`config.mk`:
```
export PLATFORM = sky130hd
export DESIGN_NAME = calendar_date_check_and_step_top_flat
export DESIGN_NICKNAME = d
export VERILOG_FILES = /design/src/hdl/cdcs_pkg.sv /design/src/hdl/cdcs_if.sv /design/src/hdl/cdcs_next_date.sv /design/src/hdl/calendar_date_check_and_step_top.sv /design/src/flat_wrapper.sv
export SDC_FILE = /design/constraint.sdc
export NUM_CORES = 1
export LEC_CHECK = 0
export BUFFER_PORTS_ARGS = -buffer_cell sky130_fd_sc_hd__buf_4
export CAP_MARGIN = 15
export CORE_UTILIZATION = 54
export CTS_BUF_LIST = sky130_fd_sc_hd__clkbuf_8
export CTS_CLUSTER_DIAMETER = 50
export DETAILED_ROUTE_END_ITERATION = 7
export PLACE_DENSITY = 0.73
export SETUP_SLACK_MARGIN = 0.4
export SYNTH_ARGS = -nofsm -noshare
export SYNTH_HDL_FRONTEND = slang
export SYNTH_SLANG_ARGS = --single-unit
```
`constraint.sdc`:
```
create_clock -name clk -period 7.1 [get_ports clk]
set_input_delay 1.065 -clock clk [delete_from_list [all_inputs] [get_ports clk]]
set_output_delay 1.065 -clock clk [all_outputs]
set_load 0.05 [all_outputs]
```
`src/hdl/cdcs_pkg.sv`:
```
package cdcs_pkg;

  localparam int DayW   = 6;
  localparam int MonthW = 4;
  localparam int YearW  = 14;
  localparam int LenW   = 5;
  localparam int OrderW = 2;

  // Divisibility by 25 through a reciprocal: q = (y * Recip25) >> Shift25
  // is exact for every 14-bit year.
  localparam int ProdW   = 29;
  localparam int Shift25 = 19;
  localparam int QuotW   = ProdW - Shift25;
  localparam logic [14:0] Recip25 = 15'd20972;
  localparam logic [4:0]  Div25   = 5'd25;

  localparam logic [YearW-1:0]  YearMax  = 14'd10000;
  localparam logic [DayW-1:0]   DayMax   = 6'd63;
  localparam logic [DayW-1:0]   DayFirst = 6'd1;
  localparam logic [MonthW-1:0] MonthJan = 4'd1;
  localparam logic [MonthW-1:0] MonthFeb = 4'd2;
  localparam logic [MonthW-1:0] MonthDec = 4'd12;
  localparam logic [MonthW-1:0] MonthMax = 4'd15;

  typedef enum logic [OrderW-1:0] {
    ORDER_BEFORE = 2'd0,
    ORDER_EQUAL  = 2'd1,
    ORDER_AFTER  = 2'd2
  } order_t;

  // Stage-3 inputs: date A with its derived month facts.
  typedef struct packed {
    logic [DayW-1:0]   day;
    logic [MonthW-1:0] month;
    logic [YearW-1:0]  year;
    logic [LenW-1:0]   len;
  } date_info_t;

  // Stage-3 outputs: checks and the following day.
  typedef struct packed {
    logic              is_valid;
    logic              is_month_end;
    logic [DayW-1:0]   next_day;
    logic [MonthW-1:0] next_month;
    logic [YearW-1:0]  next_year;
  } step_res_t;

  function automatic logic [LenW-1:0] month_len(input logic [MonthW-1:0] m,
                                                input logic leap);
    logic [LenW-1:0] len;
    case (m)
      4'd1, 4'd3, 4'd5, 4'd7, 4'd8, 4'd10, 4'd12: len = 5'd31;
      4'd4, 4'd6, 4'd9, 4'd11:                    len = 5'd30;
      4'd2:                                       len = leap ? 5'd29 : 5'd28;
      default:                                    len = 5'd0;
    endcase
    return len;
  endfunction

endpackage

```
`src/hdl/cdcs_if.sv`:
```
interface cdcs_req_if;
  import cdcs_pkg::*;
  logic              valid;
  logic              ready;
  logic [DayW-1:0]   a_day;
  logic [MonthW-1:0] a_month;
  logic [YearW-1:0]  a_year;
  logic [DayW-1:0]   b_day;
  logic [MonthW-1:0] b_month;
  logic [YearW-1:0]  b_year;

  modport source (output valid, a_day, a_month, a_year, b_day, b_month, b_year,
                  input ready);
  modport sink   (input valid, a_day, a_month, a_year, b_day, b_month, b_year,
                  output ready);
endinterface

interface cdcs_rsp_if;
  import cdcs_pkg::*;
  logic              valid;
  logic              ready;
  logic              is_valid;
  logic              is_leap;
  logic [LenW-1:0]   month_length;
  logic              is_month_end;
  logic [DayW-1:0]   next_day;
  logic [MonthW-1:0] next_month;
  logic [YearW-1:0]  next_year;
  logic [OrderW-1:0] order;

  modport source (output valid, is_valid, is_leap, month_length, is_month_end,
                  next_day, next_month, next_year, order, input ready);
  modport sink   (input valid, is_valid, is_leap, month_length, is_month_end,
                  next_day, next_month, next_year, order, output ready);
endinterface

```
`src/hdl/cdcs_next_date.sv`:
```
module cdcs_next_date (
  input  cdcs_pkg::date_info_t info,
  output cdcs_pkg::step_res_t  res
);
  import cdcs_pkg::*;

  logic             mend;
  logic [YearW:0]   year_inc;
  logic [YearW:0]   year_raw;
  logic [MonthW:0]  month_inc;

  assign mend      = ({1'b0, info.len} == info.day);
  assign year_inc  = {1'b0, info.year} + {{YearW{1'b0}}, 1'b1};
  assign month_inc = {1'b0, info.month} + {{MonthW{1'b0}}, 1'b1};

  always_comb begin
    res.is_month_end = mend;
    res.is_valid     = (info.day != '0) && (info.len != '0) &&
                       (info.day <= {1'b0, info.len});
    year_raw         = {1'b0, info.year};
    if (mend) begin
      res.next_day = DayFirst;
      if (info.month == MonthDec) begin
        res.next_month = MonthJan;
        year_raw       = year_inc;
      end else if (month_inc > {1'b0, MonthMax}) begin
        res.next_month = MonthMax;
      end else begin
        res.next_month = month_inc[MonthW-1:0];
      end
    end else begin
      res.next_month = info.month;
      // hold at the top of the field
      res.next_day   = (info.day == DayMax) ? DayMax : info.day + DayFirst;
    end
    res.next_year = (year_raw > {1'b0, YearMax}) ? YearMax : year_raw[YearW-1:0];
  end

endmodule

```
`src/hdl/calendar_date_check_and_step_top.sv`:
```
// Gregorian date check and one-day step, three register stages.
// Throughput: one word per cycle while rsp.ready is high; a stalled result
// holds its stage and every full stage before it, while empty stages still fill.
// Reset (rst, synchronous, active high) empties all stages; only the valid bits are reset.
module calendar_date_check_and_step_top (
  input logic      clk,
  input logic      rst,
  cdcs_req_if.sink req,
  cdcs_rsp_if.source rsp
);
  import cdcs_pkg::*;

  // Stage valid bits and per-stage advance enables. A stage loads when it
  // is empty or when the stage after it takes its word.
  logic v1, v2, v3;
  logic en1, en2, en3;

  assign en3 = !v3 || rsp.ready;
  assign en2 = !v2 || en3;
  assign en1 = !v1 || en2;
  assign req.ready = en1;

  // Stage 1: register date A, start the divide-by-25 product on the year,
  // and settle the A-versus-B ordering on the raw fields.
  logic [DayW-1:0]   s1_day;
  logic [MonthW-1:0] s1_month;
  logic [YearW-1:0]  s1_year;
  logic [ProdW-1:0]  s1_prod;
  order_t            s1_order;
  order_t            order_next;

  always_comb begin
    if (req.a_year != req.b_year) begin
      order_next = (req.a_year < req.b_year) ? ORDER_BEFORE : ORDER_AFTER;
    end else if (req.a_month != req.b_month) begin
      order_next = (req.a_month < req.b_month) ? ORDER_BEFORE : ORDER_AFTER;
    end else if (req.a_day != req.b_day) begin
      order_next = (req.a_day < req.b_day) ? ORDER_BEFORE : ORDER_AFTER;
    end else begin
      order_next = ORDER_EQUAL;
    end
  end

  always_ff @(posedge clk) begin
    if (rst) begin
      v1 <= 1'b0;
    end else if (en1) begin
      v1 <= req.valid;
    end
    if (en1) begin
      s1_day   <= req.a_day;
      s1_month <= req.a_month;
      s1_year  <= req.a_year;
      s1_prod  <= ProdW'(req.a_year) * ProdW'(Recip25);
      s1_order <= order_next;
    end
  end

  // Stage 2: finish the leap test and look up the month length.
  // Leap: divisible by 4 and not by 100, or by 400; with 25 as the odd
  // factor that is div4 && (!div25 || div16).
  logic [QuotW-1:0]   quot;
  logic [YearW:0]     back;
  logic               div25;
  logic               leap_next;
  logic               s2_leap;
  date_info_t         s2_info;
  order_t             s2_order;

  assign quot      = s1_prod[ProdW-1:Shift25];
  assign back      = (YearW+1)'(quot) * (YearW+1)'(Div25);
  assign div25     = (back == {1'b0, s1_year});
  assign leap_next = (s1_year[1:0] == 2'b00) && (!div25 || (s1_year[3:0] == 4'b0000));

  always_ff @(posedge clk) begin
    if (rst) begin
      v2 <= 1'b0;
    end else if (en2) begin
      v2 <= v1;
    end
    if (en2) begin
      s2_leap        <= leap_next;
      s2_info.day    <= s1_day;
      s2_info.month  <= s1_month;
      s2_info.year   <= s1_year;
      s2_info.len    <= month_len(s1_month, leap_next);
      s2_order       <= s1_order;
    end
  end

  // Stage 3: month-end, validity and the following day, into the output
  // register.
  step_res_t step;
  step_res_t s3_step;
  logic      s3_leap;
  logic [LenW-1:0] s3_len;
  order_t    s3_order;

  cdcs_next_date u_next (
    .info (s2_info),
    .res  (step)
  );

  always_ff @(posedge clk) begin
    if (rst) begin
      v3 <= 1'b0;
    end else if (en3) begin
      v3 <= v2;
    end
    if (en3) begin
      s3_step  <= step;
      s3_leap  <= s2_leap;
      s3_len   <= s2_info.len;
      s3_order <= s2_order;
    end
  end

  assign rsp.valid        = v3;
  assign rsp.is_valid     = s3_step.is_valid;
  assign rsp.is_leap      = s3_leap;
  assign rsp.month_length = s3_len;
  assign rsp.is_month_end = s3_step.is_month_end;
  assign rsp.next_day     = s3_step.next_day;
  assign rsp.next_month   = s3_step.next_month;
  assign rsp.next_year    = s3_step.next_year;
  assign rsp.order        = s3_order;

  // A full pipeline with a stalled result must refuse new words.
  a_full_stall: assert property (@(posedge clk) disable iff (rst)
    (v1 && v2 && v3 && !rsp.ready) |-> !req.ready)
    else $error("input taken while pipeline full and stalled");

  // An accepted word always lands in stage 1.
  a_accept_lands: assert property (@(posedge clk) disable iff (rst)
    (req.valid && req.ready) |=> v1)
    else $error("accepted word lost at stage 1");

  // A valid date has a real month; a month end always steps to day one.
  a_valid_len: assert property (@(posedge clk) disable iff (rst)
    (rsp.valid && rsp.is_valid) |-> (rsp.month_length != '0))
    else $error("valid date with zero month length");

  a_mend_day: assert property (@(posedge clk) disable iff (rst)
    (rsp.valid && rsp.is_month_end) |-> (rsp.next_day == DayFirst))
    else $error("month end without step to day one");

endmodule
```
`src/flat_wrapper.sv`:
```
// flat-port wrapper written by rule: the top's interface ports become plain ports
module calendar_date_check_and_step_top_flat import cdcs_pkg::*;
  (clk, rst, req_valid, req_a_day, req_a_month, req_a_year, req_b_day, req_b_month, req_b_year, req_ready, rsp_valid, rsp_is_valid, rsp_is_leap, rsp_month_length, rsp_is_month_end, rsp_next_day, rsp_next_month, rsp_next_year, rsp_order, rsp_ready);
  cdcs_req_if req_i ();
  cdcs_rsp_if rsp_i ();
  input logic clk;
  input logic rst;
  input wire logic [$bits(req_i.valid)-1:0] req_valid;
  input wire logic [$bits(req_i.a_day)-1:0] req_a_day;
  input wire logic [$bits(req_i.a_month)-1:0] req_a_month;
  input wire logic [$bits(req_i.a_year)-1:0] req_a_year;
  input wire logic [$bits(req_i.b_day)-1:0] req_b_day;
  input wire logic [$bits(req_i.b_month)-1:0] req_b_month;
  input wire logic [$bits(req_i.b_year)-1:0] req_b_year;
  output wire logic [$bits(req_i.ready)-1:0] req_ready;
  output wire logic [$bits(rsp_i.valid)-1:0] rsp_valid;
  output wire logic [$bits(rsp_i.is_valid)-1:0] rsp_is_valid;
  output wire logic [$bits(rsp_i.is_leap)-1:0] rsp_is_leap;
  output wire logic [$bits(rsp_i.month_length)-1:0] rsp_month_length;
  output wire logic [$bits(rsp_i.is_month_end)-1:0] rsp_is_month_end;
  output wire logic [$bits(rsp_i.next_day)-1:0] rsp_next_day;
  output wire logic [$bits(rsp_i.next_month)-1:0] rsp_next_month;
  output wire logic [$bits(rsp_i.next_year)-1:0] rsp_next_year;
  output wire logic [$bits(rsp_i.order)-1:0] rsp_order;
  input wire logic [$bits(rsp_i.ready)-1:0] rsp_ready;
  assign req_i.valid = req_valid;
  assign req_i.a_day = req_a_day;
  assign req_i.a_month = req_a_month;
  assign req_i.a_year = req_a_year;
  assign req_i.b_day = req_b_day;
  assign req_i.b_month = req_b_month;
  assign req_i.b_year = req_b_year;
  assign req_ready = req_i.ready;
  assign rsp_valid = rsp_i.valid;
  assign rsp_is_valid = rsp_i.is_valid;
  assign rsp_is_leap = rsp_i.is_leap;
  assign rsp_month_length = rsp_i.month_length;
  assign rsp_is_month_end = rsp_i.is_month_end;
  assign rsp_next_day = rsp_i.next_day;
  assign rsp_next_month = rsp_i.next_month;
  assign rsp_next_year = rsp_i.next_year;
  assign rsp_order = rsp_i.order;
  assign rsp_i.ready = rsp_ready;
  calendar_date_check_and_step_top u_core (.clk(clk), .rst(rst), .req(req_i), .rsp(rsp_i));
endmodule
```
* Word-level counts from Yosys, hierarchy flattened
Index checks and enable logic that the tools add are counted.
Word-level totals: latch bits 0, logic and storage cells 85, memory bits (read-only) 0, memories 0, bits in registers 122, input port bits 52, bits in writable memories 0
Operators by class: add/sub/neg operators 3, shift operators 0, $mul 2, muxes and demuxes 14, eq/ne operators 19, reduce and logical (&&, ||, !) cells 18, bitwise gates (word level) 0, divide/modulo/power cells 0, $lt $le $gt $ge 6
Operators with widths (count):
- 15-bit two-way mux | 2
- 14-bit by 13-bit multiplier with 27-bit output, second input constant | 1
- 4-bit == test, second input constant | 6
- 4-bit by 3-bit == test with 1-bit output, second input constant | 4
- 14-bit by 1-bit adder with 15-bit output, second input constant | 1
- 15-bit by 14-bit == test with 1-bit output | 1
- 15-bit by 14-bit greater-than comparator with 1-bit output, second input constant | 1
- 10-bit by 5-bit multiplier with 15-bit output, second input constant | 1
- 5-bit one-hot mux with 3 select lines | 1
- 14-bit less-than comparator | 1
- 14-bit inequality test | 1
- 2-bit two-way mux | 6
- 4-bit two-way mux | 3
- 4-bit by 2-bit == test with 1-bit output, second input constant | 2
- 7-bit OR reduction | 1
- 6-bit by 1-bit adder with 6-bit output, second input constant | 1
- 5-bit by 6-bit == test with 1-bit output | 1
- 6-bit == test, second input constant | 1
- 6-bit by 5-bit less-or-equal comparator with 1-bit output | 1
- 6-bit less-than comparator | 1
- 6-bit two-way mux | 1
- 6-bit inequality test | 1
- 6-bit nonzero test | 1
- 4-bit by 1-bit adder with 5-bit output, second input constant | 1
- 13 further kinds | 21

* Logic depth before layout (Yosys ltp)
Gate-level depths: netlist (run 1).
word-level depth 7, depth in mapped cells 17, depth with buffers taken out 17

* Cells and area by module
Synthesis (run 1) repeated with hierarchy kept, for this count alone.
Second synthesis, totals: cells, all modules 844, area, all modules 9351.5 um2
By module, submodules not included:
- calendar_date_check_and_step_top | seq. area each 3002.9 um2, times used 1, cells an instance 675, area each 8241.7 um2
- cdcs_next_date | seq. area each 0.0 um2, times used 1, cells an instance 169, area each 1109.8 um2

* Least setup slack after synthesis (run 1)
Ideal clock, no wire load.
kind in2reg, start input req_a_year[9], end register u_core.s1_prod[28] (data pin), path buffers 0, arrival time 5.086 ns, path slack 1.752 ns, required time 6.838 ns, stages 17, setup time 0.262 ns, cells stage by stage fa_1 -> ha_1 -> inv_1 -> fa_1 -> inv_1 -> fa_1 -> inv_1 -> fa_1 -> inv_1 -> ha_1 -> o21a_1 -> o211ai_1 -> a311o_1 -> a211oi_2 -> a211oi_1 -> o31ai_1 -> xnor2_1
Between the ends: longest elaborated chain between the ends 1
Ends and longest elaborated chain:
- start, declared | RTL line flat_wrapper.sv:11 | input wire logic [$bits(req_i.a_year)-1:0] req_a_year;
- 14-bit by 13-bit multiplier with 27-bit output | RTL line calendar_date_check_and_step_top.sv:54 | s1_prod <= ProdW'(req.a_year) * ProdW'(Recip25);
- end signal, assigned | RTL line calendar_date_check_and_step_top.sv:54
- end, declared | RTL line calendar_date_check_and_step_top.sv:28 | logic [ProdW-1:0] s1_prod;
Every way passes these cells. A chain may end at the register's enable or synchronous reset.

* Worst setup path in the final report (run 1)
start input req_a_year[11], end register u_core.s1_prod[26] (data pin)
The elaborated chain is that of the path after synthesis.

==> results of run 1 <==
cell families after synthesis:
logic type / synth area share (%)
fa+ha+maj: 36.8
simple gates: 10.2
buf+inv: 6.73
compound gates: 9.51
flops: 32.4
xor+xnor: 3.87
mux: 0.459
through the flow:
step,hold WS (ps),cell area (um2)
after floorplan,400,9270
after global placement,402,10100
after detailed placement,405,10100
after CTS,418,10300
after global routing,437,10400
final,423,10400
worst register-to-register path: stages (launching register included):
cell,delay [ps]
edfxtp_1,460
ha_1,320
ha_1,320
fa_1,470
ha_1,370
and2_1,160
o21ai_0,290
nand3_1,140
xnor2_1,140
or4_1,480
nor4_1,420
o21ai_1,150
power by group through the flow:
stage	Sequential (uW)	Clock, uW	Combinational (uW)
after floorplan	859	0	2130
after global placement	822	0	2680
after detailed placement	825	0	2740
after CTS	811	383	2760
after global routing	819	406	3150
final	810	373	2760
metal layers:
| layer | part of all wire, % | track usage [%] | vias to the layer above |
|---|---|---|---|
| met4 | 2.8 | 9.07 | 0 |
| met2 | 51 | 38.0 | 118 |
| met3 | 2.9 | 2.95 | 32 |
| li1 | - | - | 3126 |
| met5 | 0 | 0 | - |
| met1 | 44 | 26.8 | 2954 |
worst min path at each step:
stage | startpoint | to | slack (ps) | cells after the start
floorplan | u_core.s2_leap$_DFFE_PP_ | u_core.rsp.is_leap$_DFFE_PP_ | 400 | 0
global placement | u_core.s1_day[4]$_DFFE_PP_ | u_core.s2_info[27]$_DFFE_PP_ | 400 | 0
detailed placement | u_core.s1_day[0]$_DFFE_PP_ | u_core.s2_info[23]$_DFFE_PP_ | 410 | 0
CTS | u_core.s1_order[0]$_SDFFCE_PN0P_ | u_core.s2_order[0]$_DFFE_PP_ | 420 | 0
global route | u_core.s1_order[0]$_SDFFCE_PN0P_ | u_core.s2_order[0]$_DFFE_PP_ | 440 | 0
finish | u_core.s1_order[0]$_SDFFCE_PN0P_ | u_core.s2_order[0]$_DFFE_PP_ | 420 | 0
state kept, by name (all words and copies together), names as in the netlist, 2 cells and up:
register	cells
u_core.rsp.month_length	3
u_core.rsp.next_day	6
u_core.rsp.next_month	4
u_core.rsp.next_year	14
u_core.rsp.order	2
u_core.s1_day	6
u_core.s1_month	4
u_core.s1_order	2
u_core.s1_prod	10
u_core.s1_year	14
u_core.s2_info	27
u_core.s2_order	2
area by class of cell:
class	count	area share, %
clock buffers	9	1.19
flip-flops and latches	101	28.9
repair buffers	89	6.63
well taps	220	2.65
inverters	147	5.32
clock inverters	7	0.856
multi-input cells	577	54.4
placed cells by master, fill, tap and decap left out, types with 3 or more instances in the layout:
cell type    n
nor2_1      31
o21bai_1     4
o21ai_1     10
a31oi_1      9
and2_1       6
o211ai_1     3
nor2b_1      6
dfxtp_1      3
xnor2_1     28
nor3b_1      3
nor4_1       7
o21a_1       9
or3_1        5
nor4b_1      3
a21oi_1     22
clkinv_8     3
clkbuf_8     9
nand2_1     40
nor3_1      16
a21o_1      13
xor2_1      13
and3_1      11
ha_1       164
a2111oi_0    3
nand3_1     25
o31ai_1      6
edfxtp_1    98
nand4_1      6
o21ai_0     12
inv_1      147
a211oi_1     8
fa_1        68
or4_1        3
o2111ai_1    5
buf_4       88
==> results.cfg, run 1 <==
[status]
status = finished, final reports clean

[clock_network]
path_clk_slew_ps = 120
insertion_delay_ps = 390
holdBufCountCts = 0
cts_htree_levels = 3
cts_tree = yes
root_buffer = clkbuf_8
cts-resized-gates = 0
max-clock-path-buffers = 2
cts.repair_timing.setup_buffer_count = 0
cts.sinks = 101
cts_buffers = 9

[synth]
ys_seq_area_share_pct = 32.4
synth_ff_type = edfxtp_1
synth_common_cells = 164 x ha_1, 147 x inv_1, 98 x edfxtp_1, 68 x fa_1, 40 x nand2_1
synthArstFlopShare_pct = 0
ys_ff_latch = 101
yosys_warnings = 0
yosysMostFrequentCell = ha_1
synth-edff-count = 98
syn-cell-area_um2 = 9270
synth_area_per_cell_um2 = 11.1
yosys.area.top_type = edfxtp_1
synth_top_area_share_pct = 31.7
syn_inst = 837
syn-num-nets = 1121
synth.distinct_cells = 65
yosys-top-cells-area = edfxtp_1 32%, ha_1 22%, fa_1 15%, inv_1 5.9%, xnor2_1 2.6%

[critical_path]
cp_num_cells = 18
crit_family = adder cells
path_class = input port to flip-flop
critPathLaunch = req_a_year[11]
worstPathRequired_ps = 7240
crit_path_end_kind = flip-flop
worst_r2r_endpoint = u_core.s2_info[0]$_DFFE_PP_
cpPeakStageDelay_ps = 530
start_kind = input port
critPathCapture = u_core.s1_prod[26]$_DFFE_PP_
r2r_cells = 11
crit_buf_inv = 5
worst_ep_arrival_time_ps = 5520
cp_slowest_cell = fa_1
rr_startpoint = u_core.s1_prod[23]$_DFFE_PP_
path_cells = buf_4, fa_1, ha_1, inv_1, fa_1, inv_1, fa_1, inv_1, fa_1, inv_1, ha_1, a211oi_1, nand2_1, nor3_1, a211oi_2, a211oi_1, o21bai_1, xor2_1
rrSetupSlack_ps = 3130
critPathMaxFanout = 9

[placement]
pre_cts_ws_ps = 1310
place_congestion = 0.863
hpwl_mm = 15.1
port-buffer-count = 87
dp_cells = 1133

[die]
dieArea_um2 = 17700
rows = 47
core-area_um2 = 16700
die_h_um = 133
die_w_um = 133
io-pin-count = 88
initial_core_util_pct = 55.5

[cells_and_area]
layout.cells.non_filler = 1150
fin_nets = 1209
final_core_util_pct = 62.1
syn2layout_area_growth_pct = 11.9
drive_gt1_share_pct = 12.9
multi_input_area_um2 = 5650
register_area_um2 = 3000
diodes = 0
nFillCells = 1390

[power]
powerDensity_nw_per_um2 = 380
swShare_pct = 45.5
comb_power_share_pct = 70.0
ir_drop_uv = 255
clockPowerShare_pct = 9.5
power.total_uw = 3940
leakagePower_uw = 0.00498
intPower_uw = 2150
p_seq_share_pct = 20.5
power_switching_uw = 1790

[sta]
rsz0062_at_grt = no
setup_violations = 0
fmax_mhz = 186
skew_ps = 13.0
drv_slew = 0
setup_ws_ps = 1720
hold_viol = 0
worst_pin_slew_ps = 1060
fin_crit_sh_pct = 75.8
tns_ps = 0
max-slew-margin-rel_pct = 29.2
finalCriticalPeriod_ps = 5380

[global_routing]
grt_start_max_net_pins = 38
grt_pass1_wl_mm = 29.9
grt_usage_pct = 21.7
grt_pass1_vias = 6393
overflow = 0
grt_antenna_before_repair = 0

[detailed_routing]
vias_per_cell = 5.42
initialDrtViolationCount = 253
vias = 6230
antenna_left = 0
firstDrtPassIters = 4
drt-total-wl_mm = 17.8
wl_per_cell_um = 15.5
drc_errors = 0

[run]
drv_cap = 0

[hold_path]
hp-class = flip-flop to flip-flop
No activity file was read; power rests on OpenSTA's default activity.
==> run 2, diff against run 1 <==
ABC_AREA = 1   (was unset)
PLACE_DENSITY = 0.75   (was 0.73)
clock period = 4.3 ns   (was 7.1 ns; I/O delays follow)
==> run 2 against run 1 <==
Highest routed layer unchanged. Utilization up 6.9 points. The flow now finishes with violations (negative setup slack). Register-to-register slack worse by 2200 ps. Non-clock buffer count up 87. First-iteration DRC count up 58%. Global-route usage up 2.3 points.
==> results.cfg, run 2 <==
[hold_path]
holdPathStages = 0
hp-class = flip-flop to flip-flop
whs_endpoint = u_core.s2_info[24]$_DFFE_PP_
worstHoldStart = u_core.s1_day[1]$_DFFE_PP_

[status]
status = finished with violations
violations = negative setup slack

[critical_path]
critPathMaxFanout = 7
rrSetupSlack_ps = 900
path_class = input port to flip-flop
path_cells = buf_12, ha_4, fa_1, fa_1, fa_1, inv_1, fa_1, inv_2, ha_4, a21oi_2, o21ai_1, a21oi_2, nand2_2, buf_4, buf_6, buf_4, xor2_1
cp_slowest_cell = fa_1
worst_r2r_endpoint = u_core.s2_info[0]$_DFFE_PP_
cpPeakStageDelay_ps = 580
crit_path_end_kind = flip-flop
critPathLaunch = req_a_year[9]
timing.critical_path.mode_cell = fa_1
rr_startpoint = u_core.s1_prod[24]$_DFFE_PP_
r2r_cells = 14
worst_ep_arrival_time_ps = 4460
start_kind = input port
worstPathRequired_ps = 4430

[clock_network]
max-clock-path-buffers = 2
cts.sinks = 101
cts_htree_levels = 3
holdBufCountCts = 0
cts_buffers = 9
cts_tree = yes
path_clk_slew_ps = 100
root_buffer = clkbuf_8
insertion_delay_ps = 370

[sta]
max-slew-margin-rel_pct = 69.9
skew_ps = 12.1
fmax_mhz = 231
finalCriticalPeriod_ps = 4320
tns_ps = -44.5
hold_viol = 0
fin_crit_sh_pct = 101
rsz0062_at_grt = yes
setup_ws_ps = -24.9
drv_slew = 0
setup_violations = 2
worst_pin_slew_ps = 447

[synth]
syn-num-nets = 1266
synth_ff_type = edfxtp_1
synthSimpleGateAreaFrac_pct = 14.3
yosysMostFrequentCell = inv_1
synth_top_area_share_pct = 30.9
yosys_warnings = 0
synthArstFlopShare_pct = 0
ys_seq_area_share_pct = 31.6
yosys-top-cells-area = edfxtp_1 31%, ha_1 22%, fa_1 14%, inv_1 7.8%, nand2_1 5.8%
synth_area_per_cell_um2 = 9.69
synth-edff-count = 98
synth_fa_ha_area_share_pct = 35.9
synth_compound_area_share_pct = 7.14
yosys-mux-area-fraction_pct = 0
syn_inst = 982
synth_common_cells = 198 x inv_1, 164 x ha_1, 147 x nand2_1, 98 x edfxtp_1, 68 x fa_1
syn-cell-area_um2 = 9510
ys_ff_latch = 101
synth.distinct_cells = 44
yosys.area.top_type = edfxtp_1
synth_top_family_by_area = adder cells
synth-xor-area-share_pct = 2.85

[detailed_routing]
wl_per_cell_um = 15.0
initialDrtViolationCount = 400
vias = 7195
drc_errors = 0
antenna_left = 0
drt-total-wl_mm = 20.8
vias_per_cell = 5.16
firstDrtPassIters = 4

[cells_and_area]
layout_common_cells = 178 x inv_1, 161 x buf_4, 145 x ha_1
register_area_um2 = 3000
syn2layout_area_growth_pct = 25.1
fin_nets = 1448
diodes = 0
layout_commonest_cell = inv_1
largest-register = u_core.s2_info
layout.cells.non_filler = 1394
drive_gt1_share_pct = 26.3
largest_reg_flops = 27
multi_input_area_um2 = 6230
nFillCells = 1224

[global_routing]
grt_pass1_vias = 7269
overflow = 0
grt_antenna_before_repair = 0
grt_pass1_wl_mm = 34.0
grt_usage_pct = 24.0
grt_start_max_net_pins = 39

[die]
rows = 48
die_w_um = 135
die_h_um = 135
dieArea_um2 = 18200
initial_core_util_pct = 55.2
core-area_um2 = 17200
io-pin-count = 88

[run]
drv_cap = 0

[power]
powerDensity_nw_per_um2 = 769
leakagePower_uw = 0.00597
power.total_uw = 9150
ir_drop_uv = 470

[placement]
pre_cts_ws_ps = -424
hpwl_mm = 17.1
dp_cells = 1359
port-buffer-count = 87
place_congestion = 0.869
[run 2: cell types whose count changed after synthesis, sizes merged, moves of 15 or more]
cell | before | now
nand2 | 40 | 151
inv | 147 | 200
nor2 | 31 | 66
a21oi | 22 | 52
nand3 | 26 | 46
xnor2 | 28 | 13
[run 2: worst max path at each step]
stage,slack [ps],endpoint
after floorplan,10,u_core.s1_prod[25]$_DFFE_PP_
after global placement,-370,u_core.s1_prod[25]$_DFFE_PP_
after detailed placement,-420,u_core.s1_prod[25]$_DFFE_PP_
after CTS,80,u_core.s1_prod[23]$_DFFE_PP_
after global routing,-120,u_core.s1_prod[25]$_DFFE_PP_
final,-20,u_core.s1_prod[19]$_DFFE_PP_
[run 2: final cells by class]
cell class / instances / area share, %
timing repair buffer: 176 / 12.1
clock buffer: 9 / 1.04
multi-input combinational: 676 / 52.3
tap: 225 / 2.37
sequential: 101 / 25.2
inverter: 200 / 6.36
clock inverter: 7 / 0.547
[run 2: cells by family (layout without fill, tap and decap cells)]
| kind of cell | Yosys count | count (layout) |
|---|---|---|
| AO/OA/AOI/OAI | 116 | 116 |
| XOR/XNOR | 31 | 31 |
| adder cells (fa/ha/maj) | 232 | 232 |
| buffers and inverters | 205 | 392 |
| flip-flops | 101 | 101 |
| AND/OR/NAND/NOR | 297 | 297 |
[run 2: per-layer routing]
layer / vias up / track usage [%] / wire length [um] / part of all wire [%]
met5: - / 0 / 0 / 0
met2: 135 / 45.1 / 11000 / 53
met3: 26 / 2.21 / 498 / 2.4
met1: 3406 / 28.7 / 8900 / 43
met4: 0 / 7.37 / 397 / 1.9
li1: 3628 / - / - / -
[run 2: repair_timing]
action / CTS / global route
buffers inserted: 9 / 9
resized for setup: 45 / 55
endpoints found under the setup margin: 10 / 10
pin swaps: 31 / 52
[run 2: where the power goes]
group          internal, uW  switching (uW)  total [uW]
sequential             1250            91.7        1340
combinational          3260            3990        7240
clock                   225             346         571
[run 2: stage by stage]
step | hold WS, ps | util, % | cell area (um2)
floorplan | 400 | - | 9740
global placement | 401 | 64.7 | 11200
detailed placement | 405 | 64.7 | 11200
CTS | 410 | 67.4 | 11600
global route | 421 | 69.0 | 11900
finish | 420 | 69.0 | 11900
[run 2: worst max-delay path, delay by kind of cell]
kind,cells,cell delay (ps)
buffers and inverters,6,580
AND/OR/NAND/NOR,1,100
AO/OA/AOI/OAI,3,480
adder cells (fa/ha/maj),6,2510
XOR/XNOR,1,130
